## config.mk

```make
export PLATFORM = sky130hd
export DESIGN_NAME = prng_rotation_stream_cipher
export DESIGN_NICKNAME = d
export VERILOG_FILES = /design/src/hw/rtl/prc_pkg.sv /design/src/hw/rtl/prng_rotation_stream_cipher.sv
export SDC_FILE = /design/constraint.sdc
export NUM_CORES = 1
export LEC_CHECK = 0
export BUFFER_PORTS_ARGS = -buffer_cell sky130_fd_sc_hd__buf_2
export CORE_ASPECT_RATIO = 0.9
export CORE_MARGIN = 2
export CORE_UTILIZATION = 46
export CTS_CLUSTER_SIZE = 14
export DETAILED_ROUTE_END_ITERATION = 8
export GPL_ROUTABILITY_DRIVEN = 1
export SYNTH_ARGS = -nofsm -noshare
export SYNTH_HDL_FRONTEND = slang
export SYNTH_SLANG_ARGS = --single-unit
```

## constraint.sdc

```tcl
create_clock -name i_clk -period 22.5 [get_ports i_clk]
set_clock_uncertainty 0.05 [all_clocks]
set_input_delay 3.375 -clock i_clk [delete_from_list [all_inputs] [get_ports i_clk]]
set_output_delay 3.375 -clock i_clk [all_outputs]
set_load 0.01 [all_outputs]
```

## src/hw/rtl/prc_pkg.sv

```systemverilog
// package for the rotation stream cipher: widths, register indexes and
// the generator step, mod-96 reduction and band rotation functions
// no dependencies
package prc_pkg;

    // field and register widths
    localparam int ByteW  = 8;
    localparam int StateW = 17;
    localparam int CfgW   = 17;
    localparam int CfgIdxW = 1;
    localparam int KeyW   = 7;

    // constants of the generator and the printable band
    localparam logic [23:0] Mult     = 24'd75;
    localparam logic [17:0] Modulus  = 18'd65537;
    localparam logic [6:0]  RotSpan  = 7'd96;
    localparam logic [7:0]  RotLow   = 8'd32;

    typedef logic [CfgIdxW-1:0] t_cfg_idx;
    typedef logic [StateW-1:0]  t_state;
    typedef logic [ByteW-1:0]   t_byte;

    // configuration register indexes
    localparam t_cfg_idx CFG_KEY_SEED    = 1'b0;
    localparam t_cfg_idx CFG_CIPHER_MODE = 1'b1;

    // one generator step: s*75 mod 65537 by the 16-bit fold
    function automatic t_state lehmer_step(input t_state s);
        logic [23:0] prod;
        logic [17:0] diff;
        logic [17:0] fixed;
        prod  = 24'(s) * Mult;
        diff  = {2'b00, prod[15:0]} - {10'b0, prod[23:16]};
        fixed = diff[17] ? (diff + Modulus) : diff;
        return fixed[StateW-1:0];
    endfunction

    // s mod 96 = 32 * ((s >> 5) mod 3) + s[4:0]; mod 3 by summing base-4 digits
    function automatic logic [KeyW-1:0] mod96(input t_state s);
        logic [11:0] q;
        logic [4:0]  sum1;
        logic [2:0]  sum2;
        logic [2:0]  sum3;
        logic [1:0]  rem3;
        q    = s[16:5];
        sum1 = 5'(q[1:0]) + 5'(q[3:2]) + 5'(q[5:4])
             + 5'(q[7:6]) + 5'(q[9:8]) + 5'(q[11:10]);
        sum2 = 3'(sum1[1:0]) + 3'(sum1[3:2]) + 3'(sum1[4]);
        sum3 = 3'(sum2[1:0]) + 3'(sum2[2]);
        rem3 = (sum3 >= 3'd3) ? 2'(sum3 - 3'd3) : sum3[1:0];
        return {rem3, s[4:0]};
    endfunction

    // rotate a printable byte within 32..127, other codes pass unchanged
    function automatic t_byte rotate_byte(input t_byte b, input logic [KeyW-1:0] k,
                                          input logic decrypt);
        logic [6:0] pos;
        logic [7:0] sum;
        logic [6:0] wrapped;
        pos     = 7'(b - RotLow);
        sum     = decrypt ? (8'(pos) + 8'(RotSpan) - 8'(k)) : (8'(pos) + 8'(k));
        wrapped = (sum >= 8'(RotSpan)) ? 7'(sum - 8'(RotSpan)) : sum[6:0];
        if (b[7] || (b[6:5] == 2'b00)) begin
            return b;
        end
        return 8'(wrapped) + RotLow;
    endfunction

endpackage

```

## src/hw/rtl/prng_rotation_stream_cipher.sv

```systemverilog
// top level of the rotation stream cipher: generator stage and output stage
// depends on prc_pkg
//
// usage
// - input channel: i_in_valid with i_data_byte and i_restart, o_in_stall back;
//   a transfer happens on a clock edge with valid high and stall low
// - output channel: o_out_valid with o_out_byte, i_out_stall from the receiver
// - one result byte per input byte, in order; one byte per clock sustained while
//   the receiver does not stall
// - each byte sits in the generator stage, then loads the output register
// - the generator register steps once per input transfer, so its recurrence
//   (constant multiply plus fold) is the register loop that sets the rate
// - i_restart reloads the generator from key_seed before stepping for that byte
// - config: i_cfg_wr_en writes key_seed (index 0) or cipher_mode (index 1);
//   writes are meant for idle periods only
// - reset (synchronous, active low): key_seed = 1, cipher_mode = 0,
//   generator state = 1, both stages empty
// - a stalled receiver holds the output register; the generator stage then
//   holds too and o_in_stall rises once both stages are full
module prng_rotation_stream_cipher (
    input  logic                      i_clk,
    input  logic                      i_rst_n,
    input  logic                      i_cfg_wr_en,
    input  prc_pkg::t_cfg_idx         i_cfg_index,
    input  logic [prc_pkg::CfgW-1:0]  i_cfg_wdata,
    input  logic                      i_in_valid,
    output logic                      o_in_stall,
    input  logic [prc_pkg::ByteW-1:0] i_data_byte,
    input  logic                      i_restart,
    output logic                      o_out_valid,
    input  logic                      i_out_stall,
    output logic [prc_pkg::ByteW-1:0] o_out_byte
);
    import prc_pkg::*;

    t_state r_key_seed;
    logic   r_cipher_mode;
    t_state r_state;
    t_state n_state;
    logic   r_s1_valid;
    t_byte  r_s1_byte;
    logic   r_out_valid;
    t_byte  r_out_byte;
    t_byte  n_out_byte;
    logic   in_xfer;
    logic   s1_move;
    logic   out_free;

    // configuration registers
    always_ff @(posedge i_clk) begin
        if (!i_rst_n) begin
            r_key_seed    <= t_state'(1);
            r_cipher_mode <= 1'b0;
        end else if (i_cfg_wr_en) begin
            case (i_cfg_index)
                CFG_KEY_SEED:    r_key_seed    <= i_cfg_wdata[StateW-1:0];
                CFG_CIPHER_MODE: r_cipher_mode <= i_cfg_wdata[0];
                default: ;
            endcase
        end
    end

    // handshake between the stages
    assign out_free   = !r_out_valid || !i_out_stall;
    assign s1_move    = r_s1_valid && out_free;
    assign o_in_stall = r_s1_valid && !out_free;
    assign in_xfer    = i_in_valid && !o_in_stall;

    // generator step, with optional reload from the key
    assign n_state = lehmer_step(i_restart ? r_key_seed : r_state);

    // generator stage: state register and the byte it belongs to
    always_ff @(posedge i_clk) begin
        if (!i_rst_n) begin
            r_state    <= t_state'(1);
            r_s1_valid <= 1'b0;
        end else begin
            if (in_xfer) begin
                r_state <= n_state;
            end
            if (in_xfer) begin
                r_s1_valid <= 1'b1;
            end else if (s1_move) begin
                r_s1_valid <= 1'b0;
            end
        end
    end

    always_ff @(posedge i_clk) begin
        if (in_xfer) begin
            r_s1_byte <= i_data_byte;
        end
    end

    // rotation by the new state mod 96
    assign n_out_byte = rotate_byte(r_s1_byte, mod96(r_state), r_cipher_mode);

    // output register
    always_ff @(posedge i_clk) begin
        if (!i_rst_n) begin
            r_out_valid <= 1'b0;
        end else if (out_free) begin
            r_out_valid <= r_s1_valid;
        end
    end

    always_ff @(posedge i_clk) begin
        if (s1_move) begin
            r_out_byte <= n_out_byte;
        end
    end

    assign o_out_valid = r_out_valid;
    assign o_out_byte  = r_out_byte;

`ifndef NO_ASSERTIONS
    // the fold keeps the generator in 0..65536
    a_state_range: assert property (@(posedge i_clk) disable iff (!i_rst_n)
        r_state <= t_state'(65536))
        else $error("generator state out of range");

    // the generator only steps on an input transfer
    a_state_hold: assert property (@(posedge i_clk) disable iff (!i_rst_n)
        !in_xfer |=> $stable(r_state))
        else $error("generator stepped without a transfer");

    // an input transfer always fills the generator stage
    a_s1_fill: assert property (@(posedge i_clk) disable iff (!i_rst_n)
        in_xfer |=> r_s1_valid)
        else $error("generator stage lost a byte");

    // rotation keeps a byte inside or outside the printable band
    a_band_kept: assert property (@(posedge i_clk) disable iff (!i_rst_n)
        s1_move |=> ((r_out_byte[7] || r_out_byte[6:5] == 2'b00)
                     == ($past(r_s1_byte[7]) || $past(r_s1_byte[6:5]) == 2'b00)))
        else $error("rotation left the printable band");
`endif

endmodule

```

==> results of run 1 <==
[worst max-delay path, stage by stage]
cell,delay (ns)
buf_2,0.24
o21ai_0,0.62
ha_1,0.36
ha_1,0.27
inv_1,0.05
fa_1,0.53
inv_1,0.05
fa_1,0.45
ha_1,0.37
o211ai_1,0.11
a21oi_1,0.11
o31ai_1,0.33
a21o_2,0.23
a21oi_1,0.09
and4_1,0.20
a2111oi_0,0.60
a21oi_1,0.17
xnor2_1,0.22
ha_1,0.28
or2_2,0.30
a21oi_1,0.15
a21oi_1,0.10
nor2_1,0.22
and4_1,0.39
nand4b_1,0.23
a22o_1,0.28
[registers in the layout (all words and copies together) (netlist names)]
name           cells
r_state           17
r_cipher_mode      1
r_s1_valid         1
o_out_valid        1
r_key_seed        17
o_out_byte         8
r_s1_byte          8
[cell type report]
class	instances	share of cell area, %
Clock inverter	3	0.387
Multi-Input combinational cell	519	67.0
Clock buffer	5	1.93
Tap cell	164	3.17
Timing Repair Buffer	44	3.52
Sequential cell	53	18.9
Inverter	89	5.16
[worst min path at each step]
stage / slack [ns] / cells past startpoint / to
2_1_floorplan: 0.38 / 2 / r_state[14]
3_3_place_gp: 0.41 / 2 / r_key_seed[1]
3_5_place_dp: 0.41 / 2 / r_key_seed[4]
4_1_cts: 0.43 / 2 / r_key_seed[5]
5_1_grt: 0.45 / 2 / r_key_seed[1]
6_report: 0.42 / 2 / r_key_seed[5]
[stage by stage]
stage               area, µm²  hold slack [ns]  utilization (%)  worst slack, ns  std cells
detailed placement       6320            0.414             49.8            12.04        869
CTS                      6470            0.429             51.0            12.34        877
global route             6470            0.448             51.0            11.81        877
finish                   6470            0.425             51.0            12.32        877
global placement         6320            0.407             49.8            12.11        869
floorplan                5970            0.375                -            12.47        679
[logic make-up after synthesis]
logic type	synth area share, %
flops	20.4
xor+xnor	6.60
simple gates	13.7
fa+ha+maj	33.9
mux	2.49
buf+inv	7.00
compound gates	16.0
[routing by layer]
layer | GRT usage, % | vias up | part of all wire, %
li1 | - | 2387 | -
met1 | 31.0 | 2187 | 50
met2 | 32.4 | 100 | 44
met3 | 2.49 | 16 | 4.7
met4 | 4.42 | 0 | 1.6
met5 | 0 | - | 0
[synthesized netlist by cell type (all sizes together), types with 8 or more instances]
master / instances / area (µm²)
ha: 100 / 1250
inv: 88 / 330
nand2: 82 / 310
o21ai: 40 / 200
fa: 38 / 761
dfxtp: 37 / 741
a21oi: 31 / 155
nor2: 28 / 105
xnor2: 28 / 245
a21boi: 20 / 150
xor2: 17 / 149
edfxtp: 16 / 480
clkbuf: 14 / 52.6
nand3: 11 / 55.1
nor3: 11 / 55.1
o21a: 9 / 67.6
nor2b: 8 / 50.1
==> impl_metrics.py, run 1 <==
metrics = {
    "status": {
        "status": "finished clean",
    },
    "setup_path": {
        "arrival_ns": 10.32,
        "crit_path_start_kind": "input port",
        "rrSetupSlack_ns": 15.17,
        "crit_type": "input port to register",
        "cp-startpoint": "i_restart",
        "r2r-end": "r_state[15]",
        "r2r-start": "r_state[4]",
        "r2r_cells": 26,
        "cp-end-kind": "register",
        "path_max_fanout": 24,
        "cp-endpoint": "r_state[15]",
        "required_ns": 22.64,
    },
    "cts": {
        "worstSkewPairLatency_ns": 0.29,
        "clk_path_buf_depth": 2,
        "cts_root_buf": "clkbuf_16",
        "numCtsBuffers": 5,
        "cts-resized-gates": 0,
        "postCtsHoldBufs": 0,
        "htreeDepth": 2,
        "clk_pin_slew_ns": 0.07,
        "cts_tree": "yes",
        "cts_setup_buffers": 0,
        "cts_sinks": 53,
    },
    "route": {
        "wl_per_cell_um": 15.4,
        "viasPerCell": 5.35,
        "drt_iter0_markers": 272,
        "postRouteAntennaNets": 0,
        "routed_wl_mm": 13.5,
        "route.detailed.drc": 0,
        "dr.pass1.iters": 4,
        "route.vias.total": 4690,
    },
    "timing": {
        "setup_tns_ns": 0,
        "finalSetupViolCount": 0,
        "fin_crit_ns": 10.18,
        "drv_slew": 0,
        "max_freq_mhz": 98.3,
        "min_period_over_period_pct": 45.2,
        "slew_headroom_pct": 27.6,
        "grt_setup_unrepaired": "no",
        "hold_violations": 0,
        "worst_slew_pin_slew_ns": 1.08,
    },
    "floorplan": {
        "core.rowCount": 39,
        "io_pins": 42,
        "start_util_pct": 47.1,
        "core_region_area_um2": 12700,
        "die_h_um": 112,
        "die_area_um2": 13900,
        "die-width_um": 124,
    },
    "cells_and_area": {
        "drive_above_1_share_pct": 9.96,
        "layout_commonest_cell": "ha_1",
        "antenna_cells": 0,
        "layout.area.seq_um2": 1220,
        "final_cell_mix": "ha_1, inv_1, nand2_1",
        "fillers": 1235,
        "multi_input_area_um2": 4330,
        "synthToLayoutAreaGrowth_pct": 8.36,
        "layout.nets": 882,
    },
    "worst_hold_path": {
        "hold_start": "r_key_seed[5]",
        "hp-class": "register to register",
    },
    "synthesis": {
        "ys_warn_count": 0,
        "async_reset_ff_share_pct": 0,
        "synth_ff_type": "dfxtp_1",
        "synth_area_um2": 5970,
        "synthCells": 679,
        "avgSynthCellArea_um2": 8.80,
        "yosysSeqAreaShare_pct": 20.4,
        "synth_cell_types": 55,
        "synth_seq_cells": 53,
        "synth_edf_count": 16,
        "synth_nets": 849,
    },
    "grt": {
        "grt_use_total_pct": 20.8,
        "grt_pass1_wl_mm": 22.7,
        "grt_pass1_vias": 4537,
        "overflow": 0,
        "grt_max_degree": 29,
        "antenna_found_initial": 0,
    },
    "place": {
        "port_buffers": 41,
        "dp_hpwl_mm": 11.6,
        "gp_congestion": 0.858,
    },
    "job": {
        "maxCapViolations": 0,
    },
}
Power of run 1 is not shown: default switching activity piles up to over one toggle a cycle in this logic, so the estimate is an artifact.
==> run 2: changes to the inputs <==
==> constraint.sdc (replaced) <==
create_clock -name i_clk -period 10.37 [get_ports i_clk]
set_clock_uncertainty 0.05 [all_clocks]
set_input_delay 1.5555 -clock i_clk [delete_from_list [all_inputs] [get_ports i_clk]]
set_output_delay 1.5555 -clock i_clk [all_outputs]
set_load 0.01 [all_outputs]
==> run 2 against run 1 <==
Effect of this change:
- flip-flop and latch count did not move
- non-clock buffer count did not move
- via count fell by 1.7%
- first-iteration DRC count rose by 1.5%
- die area did not move
- wire length fell by 1.8%
- clock-buffer cell count did not move
==> impl_metrics.py, run 2 (synthesized netlist as in run 1, its figures left out) <==
metrics = {
    "status": {
        "status": "finished clean",
    },
    "route": {
        "dr.pass1.iters": 5,
        "routed_wl_mm": 13.3,
        "route.vias.total": 4611,
        "drt_iter0_markers": 276,
        "route.detailed.drc": 0,
        "wl_per_cell_um": 15.2,
        "postRouteAntennaNets": 0,
        "viasPerCell": 5.26,
    },
    "cells_and_area": {
        "final_area_um2": 6470,
        "final_cell_mix": "ha_1, inv_1, nand2_1",
        "drive_above_1_share_pct": 9.96,
        "synthToLayoutAreaGrowth_pct": 8.34,
        "fillers": 1254,
        "layout_commonest_cell": "ha_1",
        "final_util_pct": 51.0,
        "antenna_cells": 0,
        "top_regs": "r_key_seed: 17 flops, r_state: 17 flops",
        "layout.nets": 882,
    },
    "grt": {
        "grt_max_degree": 29,
        "grt_use_total_pct": 20.3,
        "grt_pass1_wl_mm": 22.2,
        "grt_pass1_vias": 4517,
        "overflow": 0,
        "antenna_found_initial": 0,
    },
    "timing": {
        "finalSetupViolCount": 0,
        "hold_violations": 0,
        "whs_ns": 0.423,
        "drv_slew": 0,
        "slew_headroom_pct": 27.2,
        "worst_slew_pin_slew_ns": 1.09,
        "min_period_over_period_pct": 80.4,
        "fin_crit_ns": 8.34,
        "setup_tns_ns": 0,
        "max_freq_mhz": 120,
        "grt_setup_unrepaired": "no",
    },
    "setup_path": {
        "crit_type": "input port to register",
        "path_max_fanout": 24,
        "required_ns": 10.51,
        "crit_path_start_kind": "input port",
        "arrival_ns": 8.48,
        "cp-end-kind": "register",
    },
    "floorplan": {
        "die_h_um": 112,
        "core_region_area_um2": 12700,
        "die-width_um": 124,
        "start_util_pct": 47.1,
        "io_pins": 42,
        "die_area_um2": 13900,
        "core.rowCount": 39,
    },
    "cts": {
        "numCtsBuffers": 5,
        "htreeDepth": 2,
        "cts_root_buf": "clkbuf_16",
        "cts-resized-gates": 0,
        "postCtsHoldBufs": 0,
        "cts_setup_buffers": 0,
        "clk_path_buf_depth": 2,
        "worstSkewPairLatency_ns": 0.30,
        "clk_pin_slew_ns": 0.07,
        "cts_tree": "yes",
        "cts_sinks": 53,
    },
    "worst_hold_path": {
        "hp-class": "register to register",
    },
    "job": {
        "maxCapViolations": 0,
    },
    "place": {
        "port_buffers": 41,
        "dp_hpwl_mm": 11.4,
        "gp_congestion": 0.858,
        "dpl_cell_area_um2": 6320,
    },
}
run 2: final timing paths:
kind | startpoint | end | slack (ns) | cells after the start
setup / recovery | i_restart | r_state[15] | 2.03 | 26
hold reg to reg | r_key_seed[11] | r_key_seed[11] | 0.42 | 2
hold / removal | r_key_seed[11] | r_key_seed[11] | 0.42 | 2
setup reg to reg | r_state[4] | r_state[15] | 3.07 | 26
run 2: layout make-up:
cell class / instances / area, µm² / area share (%)
Timing Repair Buffer: 44 / 228 / 3.52
Multi-Input combinational cell: 519 / 4330 / 67.0
Sequential cell: 53 / 1220 / 18.9
Inverter: 89 / 334 / 5.16
Clock inverter: 3 / 23.8 / 0.367
Clock buffer: 5 / 125 / 1.93
Tap cell: 164 / 205 / 3.17
run 2: worst max-delay path, cell delays in order:
cell and delay (ns):
buf_2 0.25, o21ai_0 0.61, ha_1 0.36, ha_1 0.27, inv_1 0.05, fa_1 0.53, inv_1 0.05, fa_1 0.46
ha_1 0.36, o211ai_1 0.10, a21oi_1 0.11, o31ai_1 0.35, a21o_2 0.23, a21oi_1 0.09, and4_1 0.20, a2111oi_0 0.58
a21oi_1 0.17, xnor2_1 0.21, ha_1 0.27, or2_2 0.30, a21oi_1 0.15, a21oi_1 0.11, nor2_1 0.21, and4_1 0.39
nand4b_1 0.23, a22o_1 0.27
run 2: routing by layer:
layer	wire (µm)	part of all wire, %	GRT usage, %
met5	0	0	0
met2	5800	44	31.7
met1	6700	50	30.0
met3	653	4.9	3.05
met4	136	1.0	3.82
run 2: metrics by stage:
step           instances  worst slack, ns
3_5_place_dp         869             1.73
2_1_floorplan        679             2.16
6_report             877             2.03
4_1_cts              877             2.01
5_1_grt              877             1.45
3_3_place_gp         869             1.80
Power of run 2 is left out for the same reason.
==> run 3: changes to the inputs <==
--- a/config.mk
+++ b/config.mk
@@ -5,6 +5,7 @@
 export SDC_FILE = /design/constraint.sdc
 export NUM_CORES = 1
 export LEC_CHECK = 0
+export ABC_AREA = 1
 export BUFFER_PORTS_ARGS = -buffer_cell sky130_fd_sc_hd__buf_2
 export CORE_ASPECT_RATIO = 0.9
 export CORE_MARGIN = 2
==> constraint.sdc (replaced) <==
create_clock -name i_clk -period 8 [get_ports i_clk]
set_clock_uncertainty 0.05 [all_clocks]
set_input_delay 1.2 -clock i_clk [delete_from_list [all_inputs] [get_ports i_clk]]
set_output_delay 1.2 -clock i_clk [all_outputs]
set_load 0.01 [all_outputs]
==> run 3 against run 2 <==
Effect of this change:
- flip-flop and latch count is the same
- cell count grew 23%
- core utilization is 0.71 points higher
- wire length rose by 13%
- worst setup slack worse by 1.4 ns
- final area is 7.2% higher
- area after synthesis rose by 6.6%
- register-to-register slack lost 1.9 ns
- synthesized cell count grew 28%
- die area grew 6.4%
- hold slack worse by 0.015 ns
- sequential share of layout area shrank 1.3 points
- highest routed layer unchanged
==> impl_metrics.py, run 3 <==
metrics = {
    "synthesis": {
        "yosysTopAreaCell": "ha_1",
        "synth_nets": 1037,
        "synth_mux_area_share_pct": 0.354,
        "synth_area_um2": 6370,
        "yosysSeqAreaShare_pct": 19.2,
        "synth_cell_types": 45,
        "synth.top_cell.area_share_pct": 19.7,
        "avgSynthCellArea_um2": 7.34,
        "synthCells": 867,
        "synthAdderAreaFrac_pct": 31.6,
        "synth-simple-area-share_pct": 22.8,
        "synth_top_family_by_area": "adder cells",
        "synth_seq_cells": 53,
        "async_reset_ff_share_pct": 0,
        "synth.top_cells.by_count": "nand2_1, inv_1, ha_1",
        "synth_edf_count": 16,
        "synth_xor_area_share_pct": 3.30,
        "synth_ff_type": "dfxtp_1",
        "post-synth-top-count-cell": "nand2_1",
        "synthTopCellsByArea": "ha_1, fa_1, dfxtp_1, nand2_1, inv_1",
        "ys_warn_count": 0,
        "synth-compound-area-share_pct": 11.9,
    },
    "timing": {
        "fin_crit_ns": 7.38,
        "min_period_over_period_pct": 92.3,
        "grt_setup_unrepaired": "no",
        "setup_ws_ns": 0.619,
        "finalSetupViolCount": 0,
        "worst_slew_pin_slew_ns": 0.963,
        "drv_slew": 0,
        "hold_violations": 0,
        "slew_headroom_pct": 35.8,
        "setup_tns_ns": 0,
        "max_freq_mhz": 135,
        "whs_ns": 0.408,
    },
    "route": {
        "drt_iter0_markers": 351,
        "routed_wl_mm": 15.0,
        "wl_per_cell_um": 13.9,
        "viasPerCell": 4.99,
        "postRouteAntennaNets": 0,
        "route.vias.total": 5383,
        "dr.pass1.iters": 5,
        "route.detailed.drc": 0,
    },
    "grt": {
        "grt_pass1_vias": 5017,
        "grt_pass1_wl_mm": 25.5,
        "met1_usage_pct": 35.6,
        "grtUsageMet3_pct": 2.26,
        "antenna_found_initial": 0,
        "overflow": 0,
        "grt_use_met2_pct": 30.9,
        "grt.busiest_layer": "met1",
        "grt_max_degree": 34,
        "grt_use_total_pct": 21.6,
    },
    "cells_and_area": {
        "top_regs": "r_key_seed: 17 flops, r_state: 17 flops",
        "fillers": 1370,
        "antenna_cells": 0,
        "layout_commonest_cell": "nand2_1",
        "drive_above_1_share_pct": 9.00,
        "synthToLayoutAreaGrowth_pct": 8.94,
        "final_area_um2": 6940,
        "final_cell_mix": "nand2_1, inv_1, ha_1",
        "layout.nets": 1080,
    },
    "place": {
        "port_buffers": 41,
        "gp_congestion": 0.878,
        "dp_hpwl_mm": 12.9,
        "place_ws_ns": 0.340,
        "dpl_cell_area_um2": 6790,
    },
    "floorplan": {
        "core.rowCount": 40,
        "core_region_area_um2": 13400,
        "die-width_um": 128,
        "start_util_pct": 47.5,
        "die_h_um": 116,
        "io_pins": 42,
        "die_area_um2": 14800,
    },
    "setup_path": {
        "required_ns": 8.19,
        "max_stage_delay_ns": 0.54,
        "crit_path_start_kind": "input port",
        "cp_common_cell": "nand2_1",
        "cp-end-kind": "register",
        "arrival_ns": 7.57,
        "crit_type": "input port to register",
        "path_max_fanout": 33,
        "cp_slowest_cell": "fa_1",
    },
    "cts": {
        "cts-resized-gates": 0,
        "clk_pin_slew_ns": 0.07,
        "numCtsBuffers": 5,
        "htreeDepth": 2,
        "cts_setup_buffers": 0,
        "cts_sinks": 53,
        "worstSkewPairLatency_ns": 0.29,
        "cts_root_buf": "clkbuf_16",
        "cts_tree": "yes",
        "clk_path_buf_depth": 2,
        "postCtsHoldBufs": 0,
    },
    "worst_hold_path": {
        "hp-class": "register to register",
    },
    "status": {
        "status": "finished clean",
    },
    "job": {
        "maxCapViolations": 0,
    },
}
==> run 3: cell types whose count changed after synthesis, sizes merged, moves of 19 or more <==
cell and delta:
inv +79, nand3 +31, nor2 +50, a21boi -19
a21oi +25, nand2 +98, o21ai +22
==> run 3: metrics by stage <==
step / cells / utilization [%]
6_report: 1079 / 51.7
5_1_grt: 1079 / 51.7
4_1_cts: 1079 / 51.7
3_5_place_dp: 1071 / 50.6
3_3_place_gp: 1071 / 50.6
2_1_floorplan: 867 / -
==> run 3: cell families (layout without fill, tap and decap cells) <==
| logic type | count (synthesis) | count (layout) |
|---|---|---|
| flops | 53 | 53 |
| mux | 2 | 2 |
| compound gates | 140 | 140 |
| buf+inv | 182 | 226 |
| simple gates | 328 | 328 |
| fa+ha+maj | 138 | 138 |
| xor+xnor | 24 | 24 |
==> run 3: metal layers <==
metal / up-vias / wire length [µm] / share of wire [%]
li1: 2871 / - / -
met1: 2398 / 8690 / 58
met2: 107 / 5710 / 38
met3: 7 / 563 / 3.7
met4: 0 / 76 / 0.51
met5: - / 0 / 0
==> run 3: worst max-delay path, delay by kind of cell <==
kind	cells	cell delay, ns
multiplexers	1	0.45
buffers and inverters	3	0.40
adder cells (fa/ha/maj)	6	2.36
XOR/XNOR	1	0.13
AO/OA/AOI/OAI	4	0.94
AND/OR/NAND/NOR	17	2.05
==> run 3: worst paths after layout <==
| kind | startpoint | endpoint | slack (ns) | cells past startpoint |
|---|---|---|---|---|
| worst min register to register | r_key_seed[12] | r_key_seed[12] | 0.41 | 2 |
| worst max-delay path | i_restart | r_state[15] | 0.62 | 32 |
| worst max register to register | r_state[5] | o_out_byte[6] | 1.14 | 28 |
| worst min-delay path | r_key_seed[12] | r_key_seed[12] | 0.41 | 2 |
==> run 3: cell type report <==
cell class | instances | area (µm²) | area share, %
multi-input combinational | 632 | 4460 | 64.2
sequential | 53 | 1220 | 17.6
inverter | 168 | 631 | 9.09
timing repair buffer | 50 | 275 | 3.97
tap | 168 | 210 | 3.03
clock buffer | 6 | 129 | 1.86
clock inverter | 2 | 15.0 | 0.216
Power of run 3 is left out for the same reason.
